===== config.mk =====
export PLATFORM = sky130hd
export DESIGN_NAME = clru_ram
export DESIGN_NICKNAME = d
export VERILOG_FILES = /design/src/rtl/core/clru_ram.sv
export SDC_FILE = /design/constraint.sdc
export NUM_CORES = 1
export LEC_CHECK = 0
export BUFFER_PORTS_ARGS = -buffer_cell sky130_fd_sc_hd__buf_2
export CAP_MARGIN = 10
export CELL_PAD_IN_SITES_DETAIL_PLACEMENT = 0
export CELL_PAD_IN_SITES_GLOBAL_PLACEMENT = 1
export CORE_ASPECT_RATIO = 0.8
export CORE_UTILIZATION = 55
export DETAILED_ROUTE_END_ITERATION = 10
export PLACE_DENSITY_LB_ADDON = 0.15
export RECOVER_POWER = 100
export SYNTH_ARGS = -nofsm -noshare
export SYNTH_HDL_FRONTEND = slang
export SYNTH_SLANG_ARGS = --single-unit
export TNS_END_PERCENT = 100

===== constraint.sdc =====
create_clock -name clk -period 2.7 [get_ports clk]
set_input_delay 0.405 -clock clk [delete_from_list [all_inputs] [get_ports clk]]
set_output_delay 0.405 -clock clk [all_outputs]
set_load 0.1 [all_outputs]

===== src/rtl/core/clru_ram.sv =====
// simple dual-port memory with registered read data
module clru_ram #(
  parameter int DEPTH = 64,
  parameter int DW    = 8,
  parameter int AW    = $clog2(DEPTH)
) (
  input  logic          clk,
  input  logic          we,
  input  logic [AW-1:0] waddr,
  input  logic [DW-1:0] wdata,
  input  logic [AW-1:0] raddr,
  output logic [DW-1:0] rdata
);

  logic [DW-1:0] mem [DEPTH];

  always_ff @(posedge clk) begin
    if (we) begin
      mem[waddr] <= wdata;
    end
  end

  always_ff @(posedge clk) begin
    rdata <= mem[raddr];
  end

endmodule


Word-level counts from Yosys, hierarchy flattened
Memories as Yosys holds them, arrays and structs flattened. A register that Yosys moved wholly into a read port is not among the register bits.
Cells that the tools add are included.
{ "totals": {"register_bits": 0, "latch_bits": 0, "ramBits": 512, "rom_bits": 0, "in_bits": 22, "wordCells": 3, "memories": 1} }
{ "mem_list": {"columns": ["name", "words", "word_bits", "read_ports", "rd_ports_with_merged_regs", "write_ports", "line_no", "text"], "rows": [
  ["mem", 64, 8, 1, 1, 1, "15", "logic [DW-1:0] mem [DEPTH];"]
]} }
{ "classes": {"n_addsub": 0, "mul": 0, "div_mod_pow": 0, "magnitude_cmp": 0, "eq_ne": 0, "n_shift": 0, "n_mux": 2, "n_bitwise": 0, "reduce_logical": 0} }
{ "op_table": {"columns": ["op", "count"], "rows": [
  ["$mux W1", 2]
]} }

Logic depth before layout (Yosys ltp)
Gate-level depths: netlist (run 1).
{ "logic_depth": {"word_depth": 2, "ltp_mapped": 9, "depth_no_buf": 5} }

Least setup slack after synthesis (run 1)
Ideal clock, no wire load.
{ "synth_timing": {"path_type": "input-to-reg", "start": "input port raddr[1]", "end": "register rdata[3], read port of mem", "setup_time_ns": 0.128, "arrival_ns": 1.945, "path_slack_ns": 0.627, "path_stages": 7, "path_cell_list": "buf_4 buf_2 buf_2 mux4_2 mux4_2 o21ai_1 o41ai_1"} }
{ "synth_rtl": {"columns": ["element", "line_no", "text"], "rows": [
  ["start, declared", "11", "input logic [AW-1:0] raddr,"],
  ["end, declared", "12", "output logic [DW-1:0] rdata"]
]} }

==> results of run 1 <==
[power by group]
group          internal, mW  switching [mW]
clock                  3.88            2.84
combinational         0.337           0.635
sequential             8.94          0.0314
total                  13.2            3.50
[flip-flops by register name, indices dropped and copies added (netlist names)]
signal,cells
mem,512
rdata,8
[final timing paths]
check	startpoint	slack [ps]	end
worst max-delay path	raddr[2]	270	rdata[0]$_DFF_P_
worst min-delay path	raddr[5]	340	rdata[4]$_DFF_P_
worst max register to register	mem[45][0]$_DFFE_PP_	330	rdata[0]$_DFF_P_
worst min register to register	mem[26][6]$_DFFE_PP_	820	rdata[6]$_DFF_P_
[per-layer routing]
layer / routed length (um) / share of wire [%]
met5: 0 / 0
met4: 949 / 2.1
met3: 3640 / 8.0
met1: 19900 / 44
met2: 20900 / 46
[cell usage after synthesis (all sizes together) (4+ instances only)]
cell type  count
dfxtp          8
a211oi         4
mux4         126
nor2          83
nand2         19
mux2          13
o21ai          4
a221oi         6
o221ai         8
nor2b         14
mux2i         23
buf           34
clkbuf        17
nand2b         7
o22ai          8
nor3           7
nand3         13
edfxtp       512
[logic make-up (layout without fill, tap and decap cells)]
group / Yosys count / in the layout / share of synthesized area (%)
multiplexers: 162 / 162 / 15.9
AO/OA/AOI/OAI: 54 / 54 / 2.07
other: 0 / 1 / 0
flip-flops: 520 / 520 / 77.0
buffers and inverters: 51 / 245 / 1.57
AND/OR/NAND/NOR: 153 / 153 / 3.39
[worst max-delay path: stages]
cell and delay (ps):
clkbuf_4 460, buf_4 390, nor2b_1 300, a22oi_1 160
a221oi_1 900, o2bb2ai_1 160
[per-stage QoR]
| stage | TNS (ps) | util, % | hold WS (ps) | instances |
|---|---|---|---|---|
| after floorplan | 0 | - | 504 | 940 |
| after global placement | -153 | 60.2 | 811 | 1524 |
| after detailed placement | -220 | 60.2 | 808 | 1524 |
| after CTS | 0 | 64.5 | 228 | 1614 |
| after global routing | 0 | 63.5 | 343 | 1614 |
| final | 0 | 63.5 | 340 | 1615 |
[final cells by class]
| type | instances | area [um2] | area share (%) |
|---|---|---|---|
| flip-flops and latches | 520 | 15500 | 67.9 |
| multi-input cells | 369 | 4320 | 18.9 |
| clock buffers | 65 | 1310 | 5.72 |
| repair buffers | 155 | 865 | 3.78 |
| well taps | 480 | 601 | 2.63 |
| clock inverters | 25 | 249 | 1.09 |
| diodes | 1 | 2.50 | 0.0109 |
==> run_results.csv, run 1 <==
group,metric,value,unit
status,status,"finished with violations",
status,violations,"capacitance limit, slew limit",
clock_tree,hold_buffers,0,
yosys,synth_area_leaders,"edfxtp_1, mux4_2, nor2_1, mux2i_1, dfxtp_1",
timing,fmax,0.412,GHz
yosys,ys_seq_elements,520,
die,die_area,37400,um2
pwr,p_per_area,728,nW/um2
drt,firstDrtPassIters,5,
timing,maxSlewViolCount,189,
pwr,ir_worst_vdd,583,uV
die,fp.coreArea,36000,um2
global_route,antenna_found_initial,1,
cells_and_area,nNetsFinal,1117,
cells_and_area,mostFrequentLayoutCells,"edfxtp_1, mux4_2, clkbuf_1",
die,row_count,62,
cells_and_area,stdcell_area,22900,um2
drt,viasPerCell,6.19,
timing,worst_slack,272,ps
worst_setup_path,worstPathRequired,3110,ps
worst_setup_path,worstSetupEndpointType,"register",
clock_tree,ctsResizeCount,0,
clock_tree,cts_sinks,520,
yosys,yosysSeqAreaShare,77.0,%
yosys,synth_cells,940,
place,pre_cts_ws,-95.9,ps
clock_tree,numCtsBuffers,49,
worst_setup_path,crit_path_max_fanout,27,
yosys,syn_nets,962,
clock_tree,cts_tree,"done",
worst_setup_path,r2r_cells,4,
global_route,grt.met2_usage,37.4,%
timing,setup_viol,0,
cells_and_area,area_growth,13.4,%
drt,drc_errors,0,
die,pin_count,30,
place,numPortBuffers,29,
worst_setup_path,arrival,2840,ps
drt,drtIter0Drc,962,
die,die_y,173,um
yosys,ys_async_sr_fraction,0,%
timing,post-route-period-util,89.9,%
hold_path,hold_class,"input pin to register",
drt,drtAntennaViolNets,0,
yosys,synth_top_area_share,76.2,%
cells_and_area,final_common_cell,"edfxtp_1",
yosys,yosysUniqueCellTypes,40,
clock_tree,clk_pin_slew,60,ps
clock_tree,cts_root_buffer,"clkbuf_16",
timing,rsz0062_at_grt,"no",
global_route,grtUsageTotal,25.3,%
clock_tree,cts_max_path_buffers,3,
drt,num_vias,9993,
worst_setup_path,path_class,"input pin to register",
timing,tightest_slew,2050,ps
yosys,ys.flop_type,"edfxtp_1",
timing,period_minus_slack,2430,ps
timing,max-slew-margin-rel,-36.5,%
timing,hold_violations,0,
die,initial_core_util,56.0,%
place,place.gp.congestion,0.853,
yosys,avgSynthCellArea,21.5,um2
yosys,ys_warn_count,0,
pwr,finalPower,16.7,mW
place,dp_hpwl,30000,um
clock_tree,clock_latency,560,ps
job,drv_cap,5,
cells_and_area,drive_gt1_share,23.2,%
global_route,grt_use_met1,38.8,%
timing,fin_skew,16.6,ps
global_route,use_met3,5.56,%
yosys,synth_edf_count,512,
die,dieWidth,216,um
place,dpl-instance-area,21700,um2
hold_path,hold_path_depth,3,
global_route,grt_max_degree,65,
drt,totalWireLength,45400,um
worst_setup_path,start_kind,"input pin",
global_route,grt.overflow.total,0,
clock_tree,htree_levels,2,
clock_tree,post_cts.repair.setup_buffers,0,
global_route,gr-max-usage-layer,"met1",
yosys,synth_top_area_cell,"edfxtp_1",
drt,wl_per_cell,28.1,um
cells_and_area,num-fill-cells,2539,
pwr,p_leak,7.13,nW
yosys,synth_area,20200,um2
global_route,grt_pass1_wl,67600,um
global_route,grt_pass1_vias,9964,
(Power assumes the default switching activity.)
==> inputs of run 2 (changes only) <==
--- a/config.mk
+++ b/config.mk
@@ -9,7 +9,7 @@
 export CAP_MARGIN = 10
 export CELL_PAD_IN_SITES_DETAIL_PLACEMENT = 0
 export CELL_PAD_IN_SITES_GLOBAL_PLACEMENT = 1
-export CORE_ASPECT_RATIO = 0.8
+export CORE_ASPECT_RATIO = 2
 export CORE_UTILIZATION = 55
 export DETAILED_ROUTE_END_ITERATION = 10
 export PLACE_DENSITY_LB_ADDON = 0.15
==> run_results.csv, run 2 (synthesized netlist as in run 1, its figures left out) <==
group,metric,value,unit
drt,num_vias,9820,
global_route,grt_pass1_wl,68400,um
die,die_y,273,um
drt,wl_per_cell,29.8,um
die,initial_core_util,56.1,%
clock_tree,cts_max_path_buffers,3,
worst_setup_path,ff2ff_setup_slack,750,ps
clock_tree,clock_latency,560,ps
status,violations,"capacitance limit, slew limit",
die,row_count,98,
cells_and_area,mostFrequentLayoutCells,"edfxtp_1, mux4_2, clkbuf_1",
cells_and_area,drive_gt1_share,22.8,%
cells_and_area,final_common_cell,"edfxtp_1",
timing,fin_skew,18.1,ps
worst_setup_path,worstPathRequired,3130,ps
timing,worst_slack,388,ps
drt,viasPerCell,6.29,
place,dp_hpwl,31400,um
clock_tree,numCtsBuffers,43,
cells_and_area,largest_register_ffs,512,
timing,tightest_slew,1720,ps
clock_tree,cts_tree,"done",
die,pin_count,30,
pwr,p_per_area,724,nW/um2
clock_tree,hold_buffers,0,
clock_tree,post_cts.repair.setup_buffers,0,
status,status,"finished with violations",
worst_setup_path,arrival,2740,ps
cells_and_area,nNetsFinal,1098,
timing,max-slew-margin-rel,-14.5,%
place,pre_cts_ws,71.7,ps
timing,post-route-period-util,85.6,%
timing,fmax,0.433,GHz
timing,period_minus_slack,2310,ps
place,numPortBuffers,29,
clock_tree,cts_root_buffer,"clkbuf_16",
cells_and_area,biggestRegsByFlops,"mem x512, rdata x8",
drt,drtIter0Drc,814,
drt,totalWireLength,46500,um
global_route,antenna_found_initial,1,
cells_and_area,area_growth,12.2,%
global_route,grt_max_degree,65,
place,place.gp.congestion,0.830,
drt,drtAntennaViolNets,0,
timing,setup_tns,0,ps
global_route,grtUsageTotal,26.3,%
timing,setup_viol,0,
clock_tree,ctsResizeCount,0,
worst_setup_path,path_class,"input pin to register",
clock_tree,cts_sinks,520,
worst_setup_path,worstSetupEndpointType,"register",
global_route,grt_pass1_vias,10480,
cells_and_area,largest-register,"mem",
clock_tree,clk_pin_slew,70,ps
die,dieWidth,137,um
cells_and_area,stdcell_area,22600,um2
job,drv_cap,4,
worst_setup_path,crit_path_max_fanout,35,
place,dpl-instance-area,21500,um2
global_route,grt.overflow.total,0,
hold_path,hold_class,"input pin to register",
timing,maxSlewViolCount,132,
timing,hold_violations,0,
die,die_area,37500,um2
pwr,p_leak,7.01,nW
worst_setup_path,start_kind,"input pin",
pwr,ir_worst_vdd,657,uV
timing,rsz0062_at_grt,"no",
clock_tree,htree_levels,2,
drt,firstDrtPassIters,4,
drt,drc_errors,0,
die,fp.coreArea,35900,um2
run 2: changes by cell type in the layout (fill, tap and decap cells not counted), sizes merged:
cell,change
clkinvlp,+3
clkinv,-8
bufinv,+1
buf,-8
clkbuf,-15
inv,+2
diode,+1
run 2: worst max-delay path: stages:
cell and delay (ps):
clkbuf_2 610, buf_4 550, mux4_2 390, mux2_2 270, o311ai_1 370, nand2_1 130
run 2: cell type report:
class	count	area, um2
Multi-Input combinational cell	369	4320
Clock buffer	55	1170
Clock inverter	23	284
Fill cell	2485	13300
Tap cell	450	563
Sequential cell	520	15500
Antenna cell	2	5.00
Timing Repair Buffer	142	747
run 2: layer usage:
metal	wire length, um	vias to the layer above	GRT usage (%)
li1	-	4192	-
met2	26000	309	48.0
met3	1730	102	2.56
met1	16500	5217	31.2
met4	2170	0	11.3
met5	0	-	0
run 2: final timing paths:
path,startpoint,endpoint,cells past startpoint
max,raddr[2],rdata[7]$_DFF_P_,6
min,raddr[5],rdata[1]$_DFF_P_,3
max reg2reg,mem[3][0]$_DFFE_PP_,rdata[0]$_DFF_P_,5
min reg2reg,mem[19][1]$_DFFE_PP_,rdata[1]$_DFF_P_,4
run 2: power breakdown:
part	leakage, nW	total (mW)	switching [mW]	internal (mW)
Combinational	1.63	0.957	0.631	0.326
Clock	0.703	6.45	2.79	3.67
Sequential	4.67	8.96	0.0225	8.93
Total	7.01	16.4	3.44	12.9
run 2: through the flow:
stage	std cells	hold slack (ps)	utilization, %	total power [mW]
global route	1561	319	63.0	16.8
global placement	1481	804	59.8	10.1
CTS	1559	230	63.9	16.5
floorplan	940	504	-	9.71
finish	1561	313	63.0	16.4
detailed placement	1481	815	59.8	10.1
